<file path="src/rtl/bdq_pkg.sv">
// ----------------------------------------------------------------------------
// bdq_pkg
// Shared types and constants of the bounded double-ended queue.
// ----------------------------------------------------------------------------
package bdq_pkg;

	// default capacity in items
	localparam int DEPTH_DEF = 16;

	// widths of the item fields
	localparam int ITEM_W   = 32;
	localparam int ACTION_W = 3;
	localparam int STATUS_W = 2;

	// action codes
	localparam logic [ACTION_W-1:0] ACT_PUSH_FRONT = 3'd0;
	localparam logic [ACTION_W-1:0] ACT_PUSH_REAR  = 3'd1;
	localparam logic [ACTION_W-1:0] ACT_POP_FRONT  = 3'd2;
	localparam logic [ACTION_W-1:0] ACT_POP_REAR   = 3'd3;
	localparam logic [ACTION_W-1:0] ACT_PEEK_FRONT = 3'd4;
	localparam logic [ACTION_W-1:0] ACT_PEEK_REAR  = 3'd5;

	// status codes
	localparam logic [STATUS_W-1:0] ST_OK    = 2'd0;
	localparam logic [STATUS_W-1:0] ST_FULL  = 2'd1;
	localparam logic [STATUS_W-1:0] ST_EMPTY = 2'd2;

	// value returned by a peek on an empty queue
	localparam logic [ITEM_W-1:0] EMPTY_PEEK_VALUE = 32'h8000_0001;

	// controller to datapath commands
	typedef struct packed {
		logic take;     // input item accepted this cycle
		logic rd_done;  // store read data valid, load it as result
	} bdq_cmd_t;

	// datapath to controller status
	typedef struct packed {
		logic needs_read;  // offered item must fetch from the store
		logic out_free;    // result register free at the next edge
	} bdq_stat_t;

endpackage

</file>
<file path="src/rtl/bounded_deque_unit.sv">
// ----------------------------------------------------------------------------
// bounded_deque_unit
// Double-ended queue of DEPTH signed 32-bit items in a circular store.
// ----------------------------------------------------------------------------
// Usage:
//   The input channel (s_*) takes one action per item: s_tuser holds the
//   action code (push front, push rear, pop front, pop rear, peek front,
//   peek rear) and s_tdata the value to push. Each item yields exactly one
//   result on the output channel (m_*): m_tdata holds the popped or peeked
//   value and the occupancy after the action, m_tuser the status (ok, full,
//   empty).
//   Pushes, refused actions and actions on an empty queue load the result
//   register at the edge that accepts them; pops and peeks of a held item pass
//   through the registered read port of the item store first. One item per
//   cycle for pushes while the result register frees up in time; a pop or
//   peek that reads the store holds off the next item until its read is done.
//   Reset clears the head index, the count and the result valid flag; the
//   store itself is not cleared and needs no clearing pass.
//   While the receiver stalls, the result waits in the output register
//   and a further item is taken only when that register frees up.
// ----------------------------------------------------------------------------
module bounded_deque_unit #(
	parameter int DEPTH = bdq_pkg::DEPTH_DEF,
	parameter int CNT_W = $clog2(DEPTH + 1),
	parameter int OUT_W = ((bdq_pkg::ITEM_W + CNT_W + 7) / 8) * 8
) (
	input  logic                             clk,
	input  logic                             arst_n,
	input  logic                             s_tvalid,
	output logic                             s_tready,
	input  logic [bdq_pkg::ITEM_W-1:0]       s_tdata,   // [31:0] item_in
	input  logic [bdq_pkg::ACTION_W-1:0]     s_tuser,   // [2:0] action
	output logic                             m_tvalid,
	input  logic                             m_tready,
	output logic [OUT_W-1:0]                 m_tdata,   // item_out, occupancy, zero fill
	output logic [bdq_pkg::STATUS_W-1:0]     m_tuser    // [1:0] status
);

	bdq_pkg::bdq_cmd_t  cmd;
	bdq_pkg::bdq_stat_t stat;

	logic [bdq_pkg::ITEM_W-1:0] item_out;
	logic [CNT_W-1:0]           occupancy;

	// controller
	bdq_ctrl u_ctrl (
		.clk     (clk),
		.arst_n  (arst_n),
		.s_tvalid(s_tvalid),
		.s_tready(s_tready),
		.stat    (stat),
		.cmd     (cmd)
	);

	// datapath
	bdq_dpath #(
		.DEPTH(DEPTH),
		.CNT_W(CNT_W)
	) u_dpath (
		.clk      (clk),
		.arst_n   (arst_n),
		.cmd      (cmd),
		.stat     (stat),
		.action   (s_tuser),
		.item_in  (s_tdata),
		.m_tready (m_tready),
		.m_tvalid (m_tvalid),
		.item_out (item_out),
		.status   (m_tuser),
		.occupancy(occupancy)
	);

	// output packing, item value in the low bits
	assign m_tdata = OUT_W'({occupancy, item_out});

endmodule

</file>
<file path="src/rtl/bdq_ram.sv">
// ----------------------------------------------------------------------------
// bdq_ram
// Generic single-port RAM with registered read data.
// ----------------------------------------------------------------------------
module bdq_ram #(
	parameter int WIDTH = 32,
	parameter int DEPTH = 16
) (
	input  logic                     clk,
	input  logic                     en,
	input  logic                     we,
	input  logic [$clog2(DEPTH)-1:0] addr,
	input  logic [WIDTH-1:0]         wdata,
	output logic [WIDTH-1:0]         rdata
);

	logic [WIDTH-1:0] mem_q [DEPTH];

	// one access per cycle, read data registered
	always_ff @(posedge clk) begin
		if (en) begin
			if (we) begin
				mem_q[addr] <= wdata;
			end else begin
				rdata <= mem_q[addr];
			end
		end
	end

endmodule

</file>
<file path="src/rtl/bdq_ctrl.sv">
// ----------------------------------------------------------------------------
// bdq_ctrl
// Controller: accepts items and sequences the store read of pops and peeks.
// ----------------------------------------------------------------------------
module bdq_ctrl (
	input  logic               clk,
	input  logic               arst_n,
	input  logic               s_tvalid,
	output logic               s_tready,
	input  bdq_pkg::bdq_stat_t stat,
	output bdq_pkg::bdq_cmd_t  cmd
);

	localparam logic ST_IDLE = 1'b0;
	localparam logic ST_READ = 1'b1;

	logic state_q;
	logic state_d;

	// ready only when idle and the result register can take a new result
	assign s_tready    = (state_q == ST_IDLE) && stat.out_free;
	assign cmd.take    = s_tvalid && s_tready;
	assign cmd.rd_done = (state_q == ST_READ);

	// next state
	always_comb begin
		state_d = state_q;
		case (state_q)
			ST_IDLE: begin
				if (cmd.take && stat.needs_read) begin
					state_d = ST_READ;
				end
			end
			ST_READ: begin
				state_d = ST_IDLE;
			end
			default: begin
				state_d = ST_IDLE;
			end
		endcase
	end

	// state register
	always_ff @(posedge clk or negedge arst_n) begin
		if (!arst_n) begin
			state_q <= ST_IDLE;
		end else begin
			state_q <= state_d;
		end
	end

endmodule

</file>
<file path="src/rtl/bdq_dpath.sv">
// ----------------------------------------------------------------------------
// bdq_dpath
// Datapath: head index, occupancy count, item store and result register.
// ----------------------------------------------------------------------------
module bdq_dpath #(
	parameter int DEPTH = bdq_pkg::DEPTH_DEF,
	parameter int CNT_W = $clog2(DEPTH + 1)
) (
	input  logic                             clk,
	input  logic                             arst_n,
	input  bdq_pkg::bdq_cmd_t                cmd,
	output bdq_pkg::bdq_stat_t               stat,
	input  logic [bdq_pkg::ACTION_W-1:0]     action,
	input  logic [bdq_pkg::ITEM_W-1:0]       item_in,
	input  logic                             m_tready,
	output logic                             m_tvalid,
	output logic [bdq_pkg::ITEM_W-1:0]       item_out,
	output logic [bdq_pkg::STATUS_W-1:0]     status,
	output logic [CNT_W-1:0]                 occupancy
);

	localparam int IDX_W = $clog2(DEPTH);
	localparam logic [IDX_W:0]   DEPTH_SUM = (IDX_W + 1)'(DEPTH);
	localparam logic [IDX_W-1:0] LAST_IDX  = IDX_W'(DEPTH - 1);
	localparam logic [CNT_W-1:0] FULL_CNT  = CNT_W'(DEPTH);

	logic [IDX_W-1:0] head_q;
	logic [IDX_W-1:0] head_d;
	logic [CNT_W-1:0] count_q;
	logic [CNT_W-1:0] count_d;
	logic             out_valid_q;

	logic             empty;
	logic             full;
	logic [IDX_W-1:0] head_prev;
	logic [IDX_W-1:0] head_next;
	logic [IDX_W-1:0] last_off;
	logic [IDX_W:0]   rear_sum;
	logic [IDX_W:0]   last_sum;
	logic [IDX_W-1:0] rear_slot;
	logic [IDX_W-1:0] last_slot;

	logic                         ram_en;
	logic                         ram_we;
	logic [IDX_W-1:0]             ram_addr;
	logic [bdq_pkg::ITEM_W-1:0]   ram_rdata;

	logic [bdq_pkg::ITEM_W-1:0]   res_item;
	logic [bdq_pkg::STATUS_W-1:0] res_status;
	logic                         needs_read;

	assign empty = (count_q == '0);
	assign full  = (count_q >= FULL_CNT);

	// neighbor slots of the head, wrapping at the capacity
	assign head_prev = (head_q == '0) ? LAST_IDX : head_q - 1'b1;
	assign head_next = (head_q == LAST_IDX) ? '0 : head_q + 1'b1;

	// slot after the last item and slot of the last item
	assign last_off  = IDX_W'(count_q - 1'b1);
	assign rear_sum  = {1'b0, head_q} + {1'b0, IDX_W'(count_q)};
	assign last_sum  = {1'b0, head_q} + {1'b0, last_off};
	assign rear_slot = (rear_sum >= DEPTH_SUM) ? IDX_W'(rear_sum - DEPTH_SUM)
		: rear_sum[IDX_W-1:0];
	assign last_slot = (last_sum >= DEPTH_SUM) ? IDX_W'(last_sum - DEPTH_SUM)
		: last_sum[IDX_W-1:0];

	// action decode
	always_comb begin
		head_d     = head_q;
		count_d    = count_q;
		ram_en     = 1'b0;
		ram_we     = 1'b0;
		ram_addr   = head_q;
		res_item   = '0;
		res_status = bdq_pkg::ST_OK;
		needs_read = 1'b0;
		case (action)
			bdq_pkg::ACT_PUSH_FRONT: begin
				if (full) begin
					res_status = bdq_pkg::ST_FULL;
				end else begin
					head_d   = head_prev;
					count_d  = count_q + 1'b1;
					ram_en   = 1'b1;
					ram_we   = 1'b1;
					ram_addr = head_prev;
				end
			end
			bdq_pkg::ACT_PUSH_REAR: begin
				if (full) begin
					res_status = bdq_pkg::ST_FULL;
				end else begin
					count_d  = count_q + 1'b1;
					ram_en   = 1'b1;
					ram_we   = 1'b1;
					ram_addr = rear_slot;
				end
			end
			bdq_pkg::ACT_POP_FRONT: begin
				if (empty) begin
					res_status = bdq_pkg::ST_EMPTY;
				end else begin
					head_d     = head_next;
					count_d    = count_q - 1'b1;
					ram_en     = 1'b1;
					needs_read = 1'b1;
				end
			end
			bdq_pkg::ACT_POP_REAR: begin
				if (empty) begin
					res_status = bdq_pkg::ST_EMPTY;
				end else begin
					count_d    = count_q - 1'b1;
					ram_en     = 1'b1;
					ram_addr   = last_slot;
					needs_read = 1'b1;
				end
			end
			bdq_pkg::ACT_PEEK_FRONT: begin
				if (empty) begin
					res_item   = bdq_pkg::EMPTY_PEEK_VALUE;
					res_status = bdq_pkg::ST_EMPTY;
				end else begin
					ram_en     = 1'b1;
					needs_read = 1'b1;
				end
			end
			bdq_pkg::ACT_PEEK_REAR: begin
				if (empty) begin
					res_item   = bdq_pkg::EMPTY_PEEK_VALUE;
					res_status = bdq_pkg::ST_EMPTY;
				end else begin
					ram_en     = 1'b1;
					ram_addr   = last_slot;
					needs_read = 1'b1;
				end
			end
			default: begin
				res_status = bdq_pkg::ST_OK;
			end
		endcase
	end

	assign stat.needs_read = needs_read;
	assign stat.out_free   = !out_valid_q || m_tready;

	// item store
	bdq_ram #(
		.WIDTH(bdq_pkg::ITEM_W),
		.DEPTH(DEPTH)
	) u_ram (
		.clk  (clk),
		.en   (ram_en && cmd.take),
		.we   (ram_we),
		.addr (ram_addr),
		.wdata(item_in),
		.rdata(ram_rdata)
	);

	// head index and occupancy count
	always_ff @(posedge clk or negedge arst_n) begin
		if (!arst_n) begin
			head_q  <= '0;
			count_q <= '0;
		end else if (cmd.take) begin
			head_q  <= head_d;
			count_q <= count_d;
		end
	end

	// result valid flag
	always_ff @(posedge clk or negedge arst_n) begin
		if (!arst_n) begin
			out_valid_q <= 1'b0;
		end else if ((cmd.take && !needs_read) || cmd.rd_done) begin
			out_valid_q <= 1'b1;
		end else if (m_tready) begin
			out_valid_q <= 1'b0;
		end
	end

	// result payload
	always_ff @(posedge clk) begin
		if (cmd.take && !needs_read) begin
			item_out  <= res_item;
			status    <= res_status;
			occupancy <= count_d;
		end else if (cmd.rd_done) begin
			item_out  <= ram_rdata;
			status    <= bdq_pkg::ST_OK;
			occupancy <= count_q;
		end
	end

	assign m_tvalid = out_valid_q;

endmodule

</file>
<file path="config.mk">
export PLATFORM = sky130hd
export DESIGN_NAME = bounded_deque_unit
export DESIGN_NICKNAME = d
export VERILOG_FILES = /design/src/rtl/bdq_pkg.sv /design/src/rtl/bounded_deque_unit.sv /design/src/rtl/bdq_ram.sv /design/src/rtl/bdq_ctrl.sv /design/src/rtl/bdq_dpath.sv
export SDC_FILE = /design/constraint.sdc
export NUM_CORES = 1
export LEC_CHECK = 0
export BUFFER_PORTS_ARGS = -buffer_cell sky130_fd_sc_hd__buf_4
export CORE_UTILIZATION = 40
export CTS_CLUSTER_DIAMETER = 30
export DETAILED_ROUTE_END_ITERATION = 12
export GPL_TIMING_DRIVEN = 0
export PLACE_DENSITY_LB_ADDON = 0.1
export RECOVER_POWER = 100
export SKIP_CTS_REPAIR_TIMING = 1
export SLEW_MARGIN = 20
export SYNTH_ARGS = -nofsm -noshare
export SYNTH_HDL_FRONTEND = slang
export SYNTH_HIERARCHICAL = 1
export SYNTH_SLANG_ARGS = --single-unit
</file>
<file path="constraint.sdc">
create_clock -name clk -period 14.53 [get_ports clk]
set_input_delay 2.906 -clock clk [delete_from_list [all_inputs] [get_ports clk]]
set_output_delay 2.906 -clock clk [all_outputs]
set_load 0.01 [all_outputs]
</file>
==> metrics.md <==
| Metric | Value |
|---|---|
| Reg2Reg Depth | `13` |
| Min-delay src | `u_dpath/u_ram/rdata[27]` |
| Area growth syn-to-layout | `24.39%` |
| Unrepaired setup endpoints after global routing | `false` |
| Layout Nets | `1,448` |
| Worst-case clock buffer depth | `3` |
| Area share of the largest cell type after synthesis | `75.27%` |
| Critical-path cell list | `clkbuf_1, clkbuf_1, nor2_1, o21a_1, o211a_1, a21oi_1, a2bb2oi_1, clkbuf_1, clkbuf_1, clkbuf_1, nand4_1, nor2_1, clkbuf_1` |
| Htree depth | `4` |
| Detailed-placement wirelength estimate | `35.67 mm` |
| Tightest Hold Check Type | `reg -> reg` |
| Fraction of the mapped netlist area in compound gates | `4.315%` |
| Design Area, Final | `28,930 sq um` |
| Vias in the first global route | `12,923` |
| Top-level port count | `83` |
| Final hold vios | `0` |
| Reg-to-reg critical path endpoint | `u_dpath/u_ram/mem_q[15][13]` |
| Fmax | `110.5 MHz` |
| Minimum clock period after layout | `9.046 ns` |
| Router iterations before antenna repair | `5` |
| Final setup skew | `0.02242 ns` |
| Crit-path max FO | `17` |
| Pwr Density | `216.2 nW/um^2` |
| # port buffers | `79` |
| DRT antenna net count | `0` |
| DR WL/cell | `25.21 microns` |
| XOR/XNOR Fraction of Synth Area | `0.1506%` |
| Number of synthesized register bits | `594` |
| LEAKAGE | `9.510 nW` |
| Synth area leader | `edfxtp_1` |
| Synth area leaders | `edfxtp_1 (75%), mux4_2 (12%), a22oi_1 (2.1%)` |
| Final Cycle Share | `62.26%` |
| Count leader, synth | `edfxtp_1` |
| Arr. time, crit path | `9.32 ns` |
| Critical path launch point type | `primary input` |
| Synthesized area | `23,260 sq um` |
| Chip height | `243.1 microns` |
| Clock sink count | `594` |
| Filler cell count in the final layout | `4,723` |
| Async set-reset flop share out of synthesis | `1.852%` |
| Placer Congestion | `0.8092` |
| Worst-skew pair later-pin latency | `0.69 ns` |
| Fin Setup TNS | `0 ns` |
| Crit-path leading delay family | `buffers and inverters` |
| R2r startpoint | `u_dpath/count_q[0]` |
| Hold Path End | `u_dpath/item_out[27]` |
| Initial Utilization | `40.39%` |
| Root buffer cell | `clkbuf_16` |
| Num CTS Buffers | `133` |
| Max stage delay cell, worst path | `nor2_1` |
| Max cap viols | `10` |
| CORE AREA | `57,590 sq um` |
| Most used DFF post-synth | `edfxtp_1` |
| Setup CP Type | `in -> reg` |
| Status | `finished, violations left` |
| Largest net degree at the start of global routing | `25` |
| FF-to-FF setup slack | `7.02 ns` |
| Std-Cell Rows | `88` |
| Crit. End Element | `flop` |
| Adder-Cell Fraction of Synth Area | `0.9791%` |
| # DRC | `0` |
| Syn avg cell area | `20.51 sq um` |
| Synth warn | `6` |
| Post-synth cell types | `66` |
| Post-synthesis sequential area ratio | `76.46%` |
| Synth Area in Simple Gates | `3.535%` |
| Mapped Cells | `1,134` |
| Via Count | `12,109` |
| Full die area | `59,110 sq um` |
| Final Setup Violations | `0` |
| Final Slew Violations | `167` |
| Max VDD drop | `117.7 uV` |
| Clock-pin slew on the worst setup and hold paths | `0.04 ns` |
| Die X | `243.1 microns` |
| Layout cells sized above 1 | `24.55%` |
| WP buf/inv | `6` |
| First-pass GRT wire length | `84.87 mm` |
| Via/cell ratio | `5.356` |
| Initial antenna violation count | `1` |
| Hold Path Depth | `1` |
| Global route overflow | `0` |
| Worst-Margin Slew | `2.111 ns` |
| Rel. slew slack | `-42.19%` |
| Critical Path RT | `14.80 ns` |
| Post-synth EDFFs | `583` |
| Most frequent cells after synthesis | `edfxtp_1 (583), mux4_2 (128), a22oi_1 (65)` |
| Largest family of logic cells by synthesized area | `multiplexers` |
| DP Area | `25,640 sq um` |
| DRT iter0 DRCs | `813` |
| Violated checks | `capacitance limit, slew limit` |
| Largest stage delay, worst path | `1.53 ns` |
| Cell mode on critical path | `clkbuf_1` |
| Global Route Usage Sum | `20.04%` |
| CTS tree | `built` |
| Drt total wl | `57.00 mm` |
| Multiplexer area fraction after synthesis | `12.55%` |
## state kept, by name, summed over array words and instances, names as in the netlist
| signal | flops |
|---|---|
| u_dpath/item_out | 32 |
| u_dpath/u_ram/mem_q | 512 |
| u_dpath/head_q | 4 |
| u_dpath/count_q | 5 |
| u_ctrl/state_q | 1 |
| u_dpath/status | 2 |
| u_dpath/occupancy | 5 |
| u_dpath/u_ram/rdata | 32 |
| u_dpath/m_tvalid | 1 |
## layout make-up
class	count	area (sq um)	area share [%]
diodes	1	2.502	0.008650
plain buffers	71	361.6	1.250
clock buffers	151	3417	11.81
clock inverters	87	875.8	3.028
inverters	18	67.56	0.2336
multi-input cells	453	4996	17.27
flip-flops and latches	594	17780	61.47
well taps	765	957.2	3.309
repair buffers	121	469.2	1.622
## worst max path at each step
stage                     startpoint  cells past startpoint  slack (ns)                           to
after floorplan           s_tuser[2]                     11        7.16    u_dpath/u_ram/mem_q[0][0]
after global placement    s_tuser[2]                     11        3.18   u_dpath/u_ram/mem_q[3][15]
after detailed placement  s_tuser[2]                     13        7.20   u_dpath/u_ram/mem_q[3][13]
after CTS                 s_tuser[2]                     13        7.89   u_dpath/u_ram/mem_q[3][13]
after global routing      s_tuser[2]                     13        4.99  u_dpath/u_ram/mem_q[15][13]
final                     s_tuser[2]                     13        5.48  u_dpath/u_ram/mem_q[15][13]
## routing by layer
layer  vias to the layer above  wire, microns  GRT usage [%]
met5                         -             17              0
met3                        92           3107          5.849
met2                       339          27170          31.17
met1                      6423          25580          26.90
li1                       5253              -              -
met4                         2           1126          7.011
## cells by family (layout without fill, tap and decap cells)
| kind of cell | count (synthesis) | in the layout |
|---|---|---|
| multiplexers | 131 | 131 |
| buffers and inverters | 89 | 448 |
| flip-flops | 594 | 594 |
| AO/OA/AOI/OAI | 139 | 139 |
| AND/OR/NAND/NOR | 159 | 159 |
| XOR/XNOR | 4 | 4 |
| adder cells (fa/ha/maj) | 17 | 17 |
| other | 1 | 4 |
## cells in the final DEF, fill, tap and decap left out, drive strengths merged, types with 4 or more instances in the layout
cell        n
a21oi      18
a22oi      65
a31oi       4
and2       32
buf        30
bufinv     12
clkbuf    313
clkinv     54
clkinvlp   10
dfrtp      11
edfxtp    583
ha         15
inv        29
mux4      128
nand2      55
nand2b      9
nand3       7
nor2       26
nor3       11
o21ai      24
## stage by stage
stage          hold WS [ns]  utilization [%]  std cells  power (mW)  setup WS, ns
4_1_cts              0.5171            51.97       2260       6.394         7.895
3_5_place_dp         0.5040            44.52       2022       3.530         7.196
6_report             0.5140            50.24       2261       6.255         5.484
5_1_grt              0.5323            50.23       2260       6.531         4.994
3_3_place_gp         0.5016            43.09       1980       3.501         3.180
2_1_floorplan        0.4967                -       1136       3.014         7.162
## report_power, final
group | total [mW] | internal [mW] | switching (mW)
clock | 2.83 | 1.90 | 0.933
sequential | 2.04 | 2.00 | 0.0330
combinational | 1.39 | 0.565 | 0.824
total | 6.26 | 4.47 | 1.79
Note: power is estimated with default switching activity, not from simulation.
